**src/fpba_pkg.sv**
```systemverilog
// Package for the fit-policy block allocator: sizes, codes, table entry layout
// and the control/result structs passed between the sequencer and the fit unit.
// No dependencies.
package fpba_pkg;

    localparam int MAX_BLOCKS = 64;
    localparam int SIZE_BITS  = 16;
    localparam int OWNER_BITS = 8;
    localparam int IDX_W      = $clog2(MAX_BLOCKS);
    localparam int CNT_W      = $clog2(MAX_BLOCKS + 1);

    // fit policy codes; the unused code behaves as first fit
    localparam logic [1:0] POL_FIRST = 2'd0;
    localparam logic [1:0] POL_BEST  = 2'd1;
    localparam logic [1:0] POL_WORST = 2'd2;

    // result status codes
    localparam logic [1:0] STAT_OK    = 2'd0;
    localparam logic [1:0] STAT_NOFIT = 2'd1;
    localparam logic [1:0] STAT_FULL  = 2'd2;

    // configuration register indexes
    localparam logic CFG_FIT_POLICY = 1'b0;
    localparam logic CFG_POOL_SIZE  = 1'b1;

    localparam logic [SIZE_BITS-1:0] POOL_RESET = {SIZE_BITS{1'b1}};

    typedef struct packed {
        logic [SIZE_BITS-1:0]  offset;
        logic [SIZE_BITS-1:0]  size;
        logic                  free;
        logic [OWNER_BITS-1:0] owner;
    } t_entry;

    typedef struct packed {
        logic                 clear;
        logic                 vld;
        logic [IDX_W-1:0]     idx;
        logic [1:0]           policy;
        logic [SIZE_BITS-1:0] req;
    } t_fit_ctl;

    typedef struct packed {
        logic                 found;
        logic [IDX_W-1:0]     idx;
        logic [SIZE_BITS-1:0] offset;
        logic [SIZE_BITS-1:0] size;
    } t_fit_res;

endpackage

```
**src/fpba_ram.sv**
```systemverilog
// Generic single-write, single-read synchronous RAM with registered read data.
// No dependencies.
module fpba_ram #(
    parameter int DEPTH = 64,
    parameter int WIDTH = 41
) (
    input  logic                     i_clk,
    input  logic                     i_we,
    input  logic [$clog2(DEPTH)-1:0] i_waddr,
    input  logic [WIDTH-1:0]         i_wdata,
    input  logic                     i_re,
    input  logic [$clog2(DEPTH)-1:0] i_raddr,
    output logic [WIDTH-1:0]         o_rdata
);

    logic [WIDTH-1:0] r_mem [DEPTH];
    logic [WIDTH-1:0] r_rdata;

    always_ff @(posedge i_clk) begin
        if (i_we) begin
            r_mem[i_waddr] <= i_wdata;
        end
        if (i_re) begin
            r_rdata <= r_mem[i_raddr];
        end
    end

    assign o_rdata = r_rdata;

endmodule

```
**src/fpba_fit.sv**
```systemverilog
// Fit unit: judges one table entry per cycle against the request and keeps
// the running pick for the active policy. Depends on fpba_pkg.
module fpba_fit import fpba_pkg::*; (
    input  logic     i_clk,
    input  logic     i_rst_n,
    input  t_fit_ctl i_ctl,
    input  t_entry   i_entry,
    output t_fit_res o_res
);

    t_fit_res             r_res;
    logic [SIZE_BITS-1:0] r_diff;
    logic [SIZE_BITS-1:0] diff;
    logic                 fits;
    logic                 take;

    assign fits = i_ctl.vld && i_entry.free && (i_entry.size >= i_ctl.req);
    assign diff = i_entry.size - i_ctl.req;

    always_comb begin
        take = 1'b0;
        if (fits) begin
            priority if (!r_res.found) begin
                take = 1'b1;
            end else if (i_ctl.policy == POL_BEST) begin
                take = (diff < r_diff);
            end else if (i_ctl.policy == POL_WORST) begin
                take = (diff > r_diff);
            end else begin
                // first fit keeps the earliest pick
                take = 1'b0;
            end
        end
    end

    always_ff @(posedge i_clk) begin
        if (!i_rst_n) begin
            r_res.found <= 1'b0;
        end else if (i_ctl.clear) begin
            r_res.found <= 1'b0;
        end else if (take) begin
            r_res.found  <= 1'b1;
            r_res.idx    <= i_ctl.idx;
            r_res.offset <= i_entry.offset;
            r_res.size   <= i_entry.size;
            r_diff       <= diff;
        end
    end

    assign o_res = r_res;

endmodule

```
**src/fit_policy_block_allocator.sv**
```systemverilog
// Top level of the fit-policy block allocator: sequencer around the block table
// RAM and the fit unit. Depends on fpba_pkg, fpba_ram, fpba_fit.
//
//  channel  dir  handshake                       payload
//  s_axis   in   s_axis_tvalid / s_axis_tready   tdata: owner_id, request_size
//  m_axis   out  m_axis_tvalid / m_axis_tready   tdata: status, granted_offset
//  cfg      in   i_cfg_we                        i_cfg_idx, i_cfg_data
//
// Sequence: the scan reads every entry once through the read pipeline, where N is
// the entry count (1..64); a miss or full table then ends the request, an exact fit
// writes only the pick, and a split first moves the N-1-pick entries above the pick
// up one slot per cycle, then writes the remainder and the pick.
// Reset: synchronous, active low; after reset (and after any pool_size write)
// the S_INIT state writes entry 0 as the single free block.
// Stalls: input is taken only while the sequencer is idle; a held result in the
// output register does not block intake, only the next result's delivery.
module fit_policy_block_allocator import fpba_pkg::*; (
    input  logic                 i_clk,
    input  logic                 i_rst_n,
    // request stream
    input  logic                 s_axis_tvalid,
    output logic                 s_axis_tready,
    input  logic [23:0]          s_axis_tdata,  // [7:0] owner_id, [23:8] request_size
    // result stream
    output logic                 m_axis_tvalid,
    input  logic                 m_axis_tready,
    output logic [23:0]          m_axis_tdata,  // [1:0] status, [17:2] granted_offset,
                                                // [23:18] zero
    // configuration writes
    input  logic                 i_cfg_we,
    input  logic                 i_cfg_idx,
    input  logic [SIZE_BITS-1:0] i_cfg_data
);

    typedef enum logic [2:0] {
        S_INIT, S_IDLE, S_SCAN, S_DECIDE, S_SHIFT, S_WRREM, S_WRPICK, S_DONE
    } t_state;

    t_state                r_state;
    logic [1:0]            r_policy;
    logic [SIZE_BITS-1:0]  r_pool;
    logic [CNT_W-1:0]      r_count;
    logic [CNT_W-1:0]      r_idx;       // scan read pointer
    logic                  r_rd_vld;    // scan read data valid this cycle
    logic [IDX_W-1:0]      r_rd_idx;
    logic [CNT_W-1:0]      r_mv;        // shift read pointer, walks down
    logic                  r_sh_vld;    // shift read data valid this cycle
    logic [IDX_W-1:0]      r_sh_dst;
    logic [OWNER_BITS-1:0] r_owner;
    logic [SIZE_BITS-1:0]  r_req;
    logic [1:0]            r_status;
    logic [SIZE_BITS-1:0]  r_offset;
    logic                  r_m_valid;
    logic [1:0]            r_m_status;
    logic [SIZE_BITS-1:0]  r_m_offset;

    logic                  accept;
    logic                  scan_more;
    logic                  shift_more;
    logic                  need_split;
    logic                  out_free;
    logic                  pool_wr;

    logic                  ram_we;
    logic [IDX_W-1:0]      ram_waddr;
    t_entry                ram_wdata;
    logic                  ram_re;
    logic [IDX_W-1:0]      ram_raddr;
    t_entry                ram_rdata;

    t_fit_ctl              fit_ctl;
    t_fit_res              fit_res;

    assign s_axis_tready = (r_state == S_IDLE);
    assign accept        = s_axis_tvalid && s_axis_tready;
    assign out_free      = !r_m_valid || m_axis_tready;
    assign pool_wr       = i_cfg_we && (i_cfg_idx == CFG_POOL_SIZE);

    assign scan_more  = (r_idx < r_count);
    assign shift_more = (r_mv > {{(CNT_W-IDX_W){1'b0}}, fit_res.idx});
    // the pick is at least the request; an exact fit only skips the split
    // when the request is nonzero
    assign need_split = (fit_res.size != r_req) || (r_req == '0);

    // RAM read port: scan walks up, shift walks down from the top entry
    always_comb begin
        ram_re    = 1'b0;
        ram_raddr = r_idx[IDX_W-1:0];
        if (r_state == S_SCAN) begin
            ram_re = scan_more;
        end else if (r_state == S_SHIFT) begin
            ram_re    = shift_more;
            ram_raddr = r_mv[IDX_W-1:0];
        end
    end

    // RAM write port; a shift writes slot j+1 while slot j-1 is being read,
    // so the two ports never meet on one entry
    always_comb begin
        ram_we    = 1'b0;
        ram_waddr = '0;
        ram_wdata = ram_rdata;
        unique case (r_state)
            S_INIT: begin
                ram_we    = 1'b1;
                ram_wdata = '{offset: '0, size: r_pool, free: 1'b1, owner: '0};
            end
            S_SHIFT: begin
                ram_we    = r_sh_vld;
                ram_waddr = r_sh_dst;
            end
            S_WRREM: begin
                ram_we    = 1'b1;
                ram_waddr = fit_res.idx + IDX_W'(1);
                ram_wdata = '{offset: fit_res.offset + r_req,
                              size:   fit_res.size - r_req,
                              free:   1'b1,
                              owner:  '0};
            end
            S_WRPICK: begin
                ram_we    = 1'b1;
                ram_waddr = fit_res.idx;
                ram_wdata = '{offset: fit_res.offset, size: r_req, free: 1'b0,
                              owner: r_owner};
            end
            default: begin
                ram_we = 1'b0;
            end
        endcase
    end

    fpba_ram #(
        .DEPTH (MAX_BLOCKS),
        .WIDTH ($bits(t_entry))
    ) u_ram (
        .i_clk   (i_clk),
        .i_we    (ram_we),
        .i_waddr (ram_waddr),
        .i_wdata (ram_wdata),
        .i_re    (ram_re),
        .i_raddr (ram_raddr),
        .o_rdata (ram_rdata)
    );

    assign fit_ctl = '{clear:  accept,
                       vld:    (r_state == S_SCAN) && r_rd_vld,
                       idx:    r_rd_idx,
                       policy: r_policy,
                       req:    r_req};

    fpba_fit u_fit (
        .i_clk   (i_clk),
        .i_rst_n (i_rst_n),
        .i_ctl   (fit_ctl),
        .i_entry (ram_rdata),
        .o_res   (fit_res)
    );

    always_ff @(posedge i_clk) begin
        if (!i_rst_n) begin
            r_state   <= S_INIT;
            r_policy  <= POL_FIRST;
            r_pool    <= POOL_RESET;
            r_count   <= CNT_W'(1);
            r_rd_vld  <= 1'b0;
            r_sh_vld  <= 1'b0;
            r_m_valid <= 1'b0;
        end else begin
            // output register: load from S_DONE, otherwise drain on tready
            if ((r_state == S_DONE) && out_free && !pool_wr) begin
                r_m_valid <= 1'b1;
            end else if (m_axis_tready) begin
                r_m_valid <= 1'b0;
            end

            // a pool write re-forms the table; the user must send configuration only while idle (not enforced)
            if (pool_wr) begin
                r_state <= S_INIT;
            end else begin
                unique case (r_state)
                    S_INIT: begin
                        r_count <= CNT_W'(1);
                        r_state <= S_IDLE;
                    end
                    S_IDLE: begin
                        if (accept) begin
                            r_owner  <= s_axis_tdata[OWNER_BITS-1:0];
                            r_req    <= s_axis_tdata[OWNER_BITS +: SIZE_BITS];
                            r_idx    <= '0;
                            r_rd_vld <= 1'b0;
                            r_state  <= S_SCAN;
                        end
                    end
                    S_SCAN: begin
                        r_rd_vld <= scan_more;
                        r_rd_idx <= r_idx[IDX_W-1:0];
                        if (scan_more) begin
                            r_idx <= r_idx + CNT_W'(1);
                        end else if (!r_rd_vld) begin
                            r_state <= S_DECIDE;
                        end
                    end
                    S_DECIDE: begin
                        r_offset <= '0;
                        priority if (!fit_res.found) begin
                            r_status <= STAT_NOFIT;
                            r_state  <= S_DONE;
                        end else if (need_split && (r_count == CNT_W'(MAX_BLOCKS))) begin
                            r_status <= STAT_FULL;
                            r_state  <= S_DONE;
                        end else if (need_split) begin
                            r_mv     <= r_count - CNT_W'(1);
                            r_sh_vld <= 1'b0;
                            r_state  <= S_SHIFT;
                        end else begin
                            r_state <= S_WRPICK;
                        end
                    end
                    S_SHIFT: begin
                        r_sh_vld <= shift_more;
                        r_sh_dst <= IDX_W'(r_mv + CNT_W'(1));
                        if (shift_more) begin
                            r_mv <= r_mv - CNT_W'(1);
                        end else if (!r_sh_vld) begin
                            r_state <= S_WRREM;
                        end
                    end
                    S_WRREM: begin
                        r_count <= r_count + CNT_W'(1);
                        r_state <= S_WRPICK;
                    end
                    S_WRPICK: begin
                        r_status <= STAT_OK;
                        r_offset <= fit_res.offset;
                        r_state  <= S_DONE;
                    end
                    S_DONE: begin
                        if (out_free) begin
                            r_m_status <= r_status;
                            r_m_offset <= r_offset;
                            r_state    <= S_IDLE;
                        end
                    end
                    default: begin
                        r_state <= S_IDLE;
                    end
                endcase
            end

            if (i_cfg_we) begin
                if (i_cfg_idx == CFG_FIT_POLICY) begin
                    r_policy <= i_cfg_data[1:0];
                end else if (i_cfg_idx == CFG_POOL_SIZE) begin
                    r_pool <= i_cfg_data;
                end
            end
        end
    end

    assign m_axis_tvalid = r_m_valid;
    assign m_axis_tdata  = {6'd0, r_m_offset, r_m_status};

endmodule

```
**config.mk**
```make
export PLATFORM = sky130hd
export DESIGN_NAME = fit_policy_block_allocator
export DESIGN_NICKNAME = d
export VERILOG_FILES = /design/src/fpba_pkg.sv /design/src/fpba_ram.sv /design/src/fpba_fit.sv /design/src/fit_policy_block_allocator.sv
export SDC_FILE = /design/constraint.sdc
export NUM_CORES = 2
export LEC_CHECK = 0
export ABC_AREA = 1
export BUFFER_PORTS_ARGS = -buffer_cell sky130_fd_sc_hd__buf_2
export CAP_MARGIN = 20
export CELL_PAD_IN_SITES_DETAIL_PLACEMENT = 1
export CELL_PAD_IN_SITES_GLOBAL_PLACEMENT = 2
export CORE_ASPECT_RATIO = 1.2
export CORE_MARGIN = 1
export CORE_UTILIZATION = 46
export DETAILED_ROUTE_END_ITERATION = 10
export PLACE_DENSITY = 0.93
export SLEW_MARGIN = 20
export SYNTH_ARGS = -nofsm -noshare
export SYNTH_HDL_FRONTEND = slang
export SYNTH_SLANG_ARGS = --single-unit
```
**constraint.sdc**
```tcl
create_clock -name i_clk -period 16.5 [get_ports i_clk]
set_input_delay 4.95 -clock i_clk [delete_from_list [all_inputs] [get_ports i_clk]]
set_output_delay 4.95 -clock i_clk [all_outputs]
set_load 0.005 [all_outputs]
```
# Yosys cells after proc, flatten, opt, wreduce, memory -nomap -nowiden
# Memories as Yosys holds them, arrays and structs flattened. A register that Yosys moved wholly into a read port is not among the register bits.
# Index checks and enable logic that the tools add are counted.
# totals
reg_bits	172
latchBits	0
ramBits	2624
mem_bits_ro	0
output_inout_bits	26
word_cells	145
memories	1
# op_classes
n_addsub	9
multipliers	0
div_mod_pow	0
n_lt_le_gt_ge	5
n_eq_ne	23
shifts	0
muxes	44
bitwise_logic	4
reduce_logical	37
# mem_list
name	words	width	read_ports	rd_ports_with_merged_regs	write_ports	line	source
u_ram.r_mem	64	41	1	1	1	fpba_ram.sv:16	logic [WIDTH-1:0] r_mem [DEPTH];
# op_table
op	count
case mux 41 bit (3 select lines)	1
2-to-1 mux 7 bit	6
case mux 7 bit (2 select lines)	3
case mux 16 bit (2 select lines)	1
subtractor 16 bit	2
case mux 3 bit (8 select lines)	1
2-to-1 mux 3 bit	6
!= test 2 bit (second input constant)	9
case mux 6 bit (3 select lines)	1
adder 16 bit	1
greater-or-equal comparator 16 bit	1
> comparator 16 bit	1
logical NOT 16 bit	1
less-than comparator 16 bit	1
!= test 16 bit	1
AND reduction 3 bit	5
adder 7 x 1 -> 7 bit (second input constant)	2
2-to-1 mux 1 bit	14
subtractor 7 x 1 -> 7 bit (second input constant)	2
adder 6 x 1 -> 6 bit (second input constant)	2
== test 3 bit (second input constant)	4
2-to-1 mux 6 bit	2
AND reduction 4 bit	3
2-to-1 mux 2 bit	5
other kinds (23)	47

# Longest topological paths before layout
# depth
ltp_word	7
depth_mapped	21

# Cells and area by module
# Synthesis repeated with hierarchy kept, for this count alone.
# unflattened
cells_unflattened	9928
area_unflattened_um2	117168.6
# by_module_without_submodules
mod	n_inst	cells_per_inst	area_each_um2
fpba_ram	1	8658	106465.9
fit_policy_block_allocator	1	981	7661.1
fpba_fit	1	289	3041.7

# Worst setup path before layout
# Ideal clock, no wire load.
# synth_path
path_kind	input-to-reg
from	input port s_axis_tvalid
to	register u_fit.r_res, in the netlist u_fit.o_res[0], enable pin
setup_ps	467
t_arrival_ps	7549
required_time_ps	16033
setup_slack_ps	8484
cell_stages	5
cell_sequence	nand2_1 > nand2_1 > nor3_1 > nand2_1 > nor2_1
# synth_between
elab_chain_len	3
# synth_lines
item	line	source
from (decl)	fit_policy_block_allocator.sv:21	input logic s_axis_tvalid,
logical AND 1 bit	fit_policy_block_allocator.sv:75	assign accept = s_axis_tvalid && s_axis_tready;
NOT 1 bit (no line)	-	
AND reduction 3 bit (no line)	-	
to (decl)	fpba_fit.sv:11	t_fit_res r_res;
# No other way between the ends.
# A chain may end at the register's enable or synchronous reset.

# Worst setup path after layout
# layout_path
from	register r_state[2]
to	output port s_axis_tready
# layout_between
elab_chain_len	1
# layout_lines
item	line	source
from (decl)	fit_policy_block_allocator.sv:39	t_state r_state;
from (signal assigned)	fit_policy_block_allocator.sv:161	r_state <= S_INIT;
from (signal assigned)	fit_policy_block_allocator.sv:178	r_state <= S_INIT;
from (signal assigned)	fit_policy_block_allocator.sv:183	r_state <= S_IDLE;
== test 3 x 1 -> 1 bit	fit_policy_block_allocator.sv:74	assign s_axis_tready = (r_state == S_IDLE);
to (decl)	fit_policy_block_allocator.sv:22	output logic s_axis_tready,
# No other way between the ends.

==> results_dict.tcl <==
set metrics [dict create \
    fin_cells 13200 \
    initial_core_util_pct 46.4 \
    hold_viol_final 0 \
    grt_pass1_wl_mm 495 \
    htree_levels 4 \
    outcome "complete, no violations" \
    seq_area_frac_synth_pct 67.0 \
    total_power_uw 19800 \
    cts_max_path_buffers 3 \
    crit_slowest_cell "dfxtp_1" \
    met2_usage_pct 51.7 \
    leakagePower_uw 0.0482 \
    setup_slack_ns 9.63 \
    relSlewSlack_pct 18.1 \
    async_flop_share_pct 0 \
    finalSetupViolCount 0 \
    root_buffer "clkbuf_16" \
    multi_input_area_um2 24500 \
    crit-reg2reg-launch "r_state[2]" \
    clk_pin_slew_ns 0.06 \
    globalplace.congestion 0.847 \
    grt_max_degree 161 \
    max-vdd-ir-drop_mv 0.141 \
    grt_overflow 0 \
    slew_violations 0 \
    synthFlopType "edfxtp_1" \
    tns_ns 0 \
    max-cap-violations 0 \
    filler_cell_count 24200 \
    tightest_slew_ns 1.23 \
    synth-edff-count 2277 \
    crit_required_ns 11.55 \
    cts_tree "yes" \
    drc_errors 0 \
    placed_cells_incl_taps 12800 \
    via_per_inst 5.69 \
    row_count 189 \
    first_iter_violations 7393 \
    crit-reg2reg-capture "u_ram.o_rdata[29]" \
    p_per_area_nw_per_um2 173 \
    crit_path_end_kind "output pin" \
    drive_gt1_share_pct 6.61 \
    cp-start-kind "flip-flop" \
    die_height_um 520 \
    worstSetupPathType "reg -> out" \
    drt_wl_total_mm 336 \
    critPathBufInv 1 \
    worst_hold_slack_ns 0.419 \
    max_freq_ghz 0.146 \
    grt_usage_pct 29.5 \
    seq_area_um2 69000 \
    cp_top_family "flip-flops" \
    syn_area_um2 103000 \
    cts.sinks 2309 \
    dpl_worst_slack_ns 8.75 \
    yosys_warnings 0 \
    cp.arrival_ns 1.92 \
    use_met1_pct 35.0 \
    post_drt_wl_per_cell_um 25.5 \
    startpoint "r_state[2]" \
    avgSynthCellArea_um2 10.2 \
    cts_resized 0 \
    postCtsHoldBufs 0 \
    worstRegToRegCells 13 \
    io_pins 72 \
    period_needed_ns 6.87 \
    critPathMaxFanout 9 \
    synth_cells 10100 \
    path_depth 2 \
    vias 75100 \
    first_pass_iters 6 \
    drtAntennaViolNets 0 \
    path_cells "nor2_1, buf_2" \
    endpoint "s_axis_tready" \
    gr-max-usage-layer "met2" \
    clk_latency_ns 0.90 \
    core_area_um2 222000 \
    ys_seq_elements 2309 \
    min_period_over_period_pct 41.6 \
    die_area_um2 226000 \
    reg2reg_slack_ns 9.96 \
    die_x_um 434 \
    holdCritPathClass "reg -> reg" \
    hpwlAfterDp_mm 185 \
    grt_pass1_vias 80200 \
    synth.distinct_cells 47 \
    numCtsBuffers 224 \
    use_met3_pct 4.09 \
    area_delta_synth_final_pct 10.8 \
    finalClockSkew_ns 0.0303 \
    cpPeakStageDelay_ns 0.69 \
    nNetsFinal 10200 \
    antenna_found_initial 15 \
    rsz0062_at_grt "no" \
    io_buffers 57 \
    cts_setup_buffers 0 \
]
-- metrics by stage --
stage | util, % | cell area, µm²
after global placement | 48.2 | 107000
after detailed placement | 48.2 | 107000
after global routing | 51.5 | 114000
after floorplan | - | 103000
final | 51.5 | 114000
after CTS | 51.5 | 114000
-- logic make-up (layout without fill, tap and decap cells) --
group,after synthesis,after routing,synth area share (%)
AOI/OAI and AO/OA,207,207,1.17
xor gates and xnor gates,29,29,0.247
adders and majority gates,83,83,1.03
buffers and inverters,2639,2779,10.1
DFF,2309,2309,67.0
other,1,16,0.00364
and+or+nand+nor,4816,4816,20.5
-- cell type report --
type                    count  share of cell area [%]
flip-flops and latches   2309                    60.4
multi-input cells        5141                    21.4
inverters                2134                    7.03
clock buffers             268                    5.09
well taps                2960                    3.24
repair buffers            228                    1.47
clock inverters           149                    1.27
diodes                     10                  0.0219
-- worst min-delay path by stage --
stage,start,endpoint,slack (ns),depth (start not counted)
finish,r_status[1],r_m_status[1],0.42,0
global route,r_rd_idx[2],u_fit.o_res[34],0.42,0
CTS,r_status[1],r_m_status[1],0.42,0
detailed placement,r_status[1],r_m_status[1],0.41,0
global placement,r_status[1],r_m_status[1],0.40,0
floorplan,r_offset[0],r_m_offset[0],0.40,0
-- flip-flops by register name, summed over array words and instances, names as in the netlist, 3 cells and up --
signal,flops
r_count,7
r_req,16
r_rd_idx,6
r_state,3
r_mv,7
r_offset,16
u_ram.o_rdata,33
u_fit.r_diff,16
u_fit.o_res,39
r_m_offset,16
r_sh_dst,6
r_idx,7
u_ram.r_mem,2112
r_pool,16
-- layer usage --
metal  part of all wire [%]  wire [µm]  vias up
li1                       -          -    32800
met5                  0.010         34        -
met3                    6.8      23000      972
met2                     51     170000     3285
met4                    5.6      18700        6
met1                     37     125000    38000
-- synthesized netlist by cell type, drive strengths merged (9+ instances only) --
master	instances	area [µm²]
nor2	159	604
o2111ai	9	78.8
clkbuf	108	405
o21ai	65	340
edfxtp	2277	68400
ha	80	1000
buf	397	1990
inv	2134	8010
xor2	19	166
nand2	2318	8720
xnor2	10	87.6
nand4	18	113
dfxtp	32	641
nor3	16	80.1
a21o	13	97.6
a21oi	87	435
nand3	2287	11500
-- power by group --
group	internal [µW]	switching [µW]	total, µW
Sequential	7960	86.7	8050
Combinational	1350	5210	6560
Clock	2900	2300	5200
-- layout by cell type (no fill, tap or decap), drive strengths merged, types with 2 or more instances in the layout --
| cell type | n |
|---|---|
| o21bai | 6 |
| nor3 | 16 |
| buf | 228 |
| nor4 | 2 |
| xnor2 | 10 |
| nand3 | 2287 |
| a21oi | 87 |
| clkbuf | 268 |
| a211oi | 3 |
| a21o | 13 |
| o21a | 2 |
| nand4 | 18 |
| bufinv | 25 |
| clkinv | 102 |
| edfxtp | 2277 |
| diode | 10 |
| xor2 | 19 |
| a21boi | 3 |
| clkinvlp | 13 |
| dfxtp | 32 |
| nand2 | 2318 |
| ha | 80 |
| a221oi | 2 |
| inv | 2143 |
| o21ai | 65 |
| o31ai | 2 |
| fa | 3 |
| a31oi | 5 |
| o2111ai | 9 |
| nand3b | 7 |
| nor2 | 159 |
| or2 | 6 |
| o22ai | 3 |
| o211ai | 5 |
| conb | 6 |
Power figures use the tool's default switching activity.
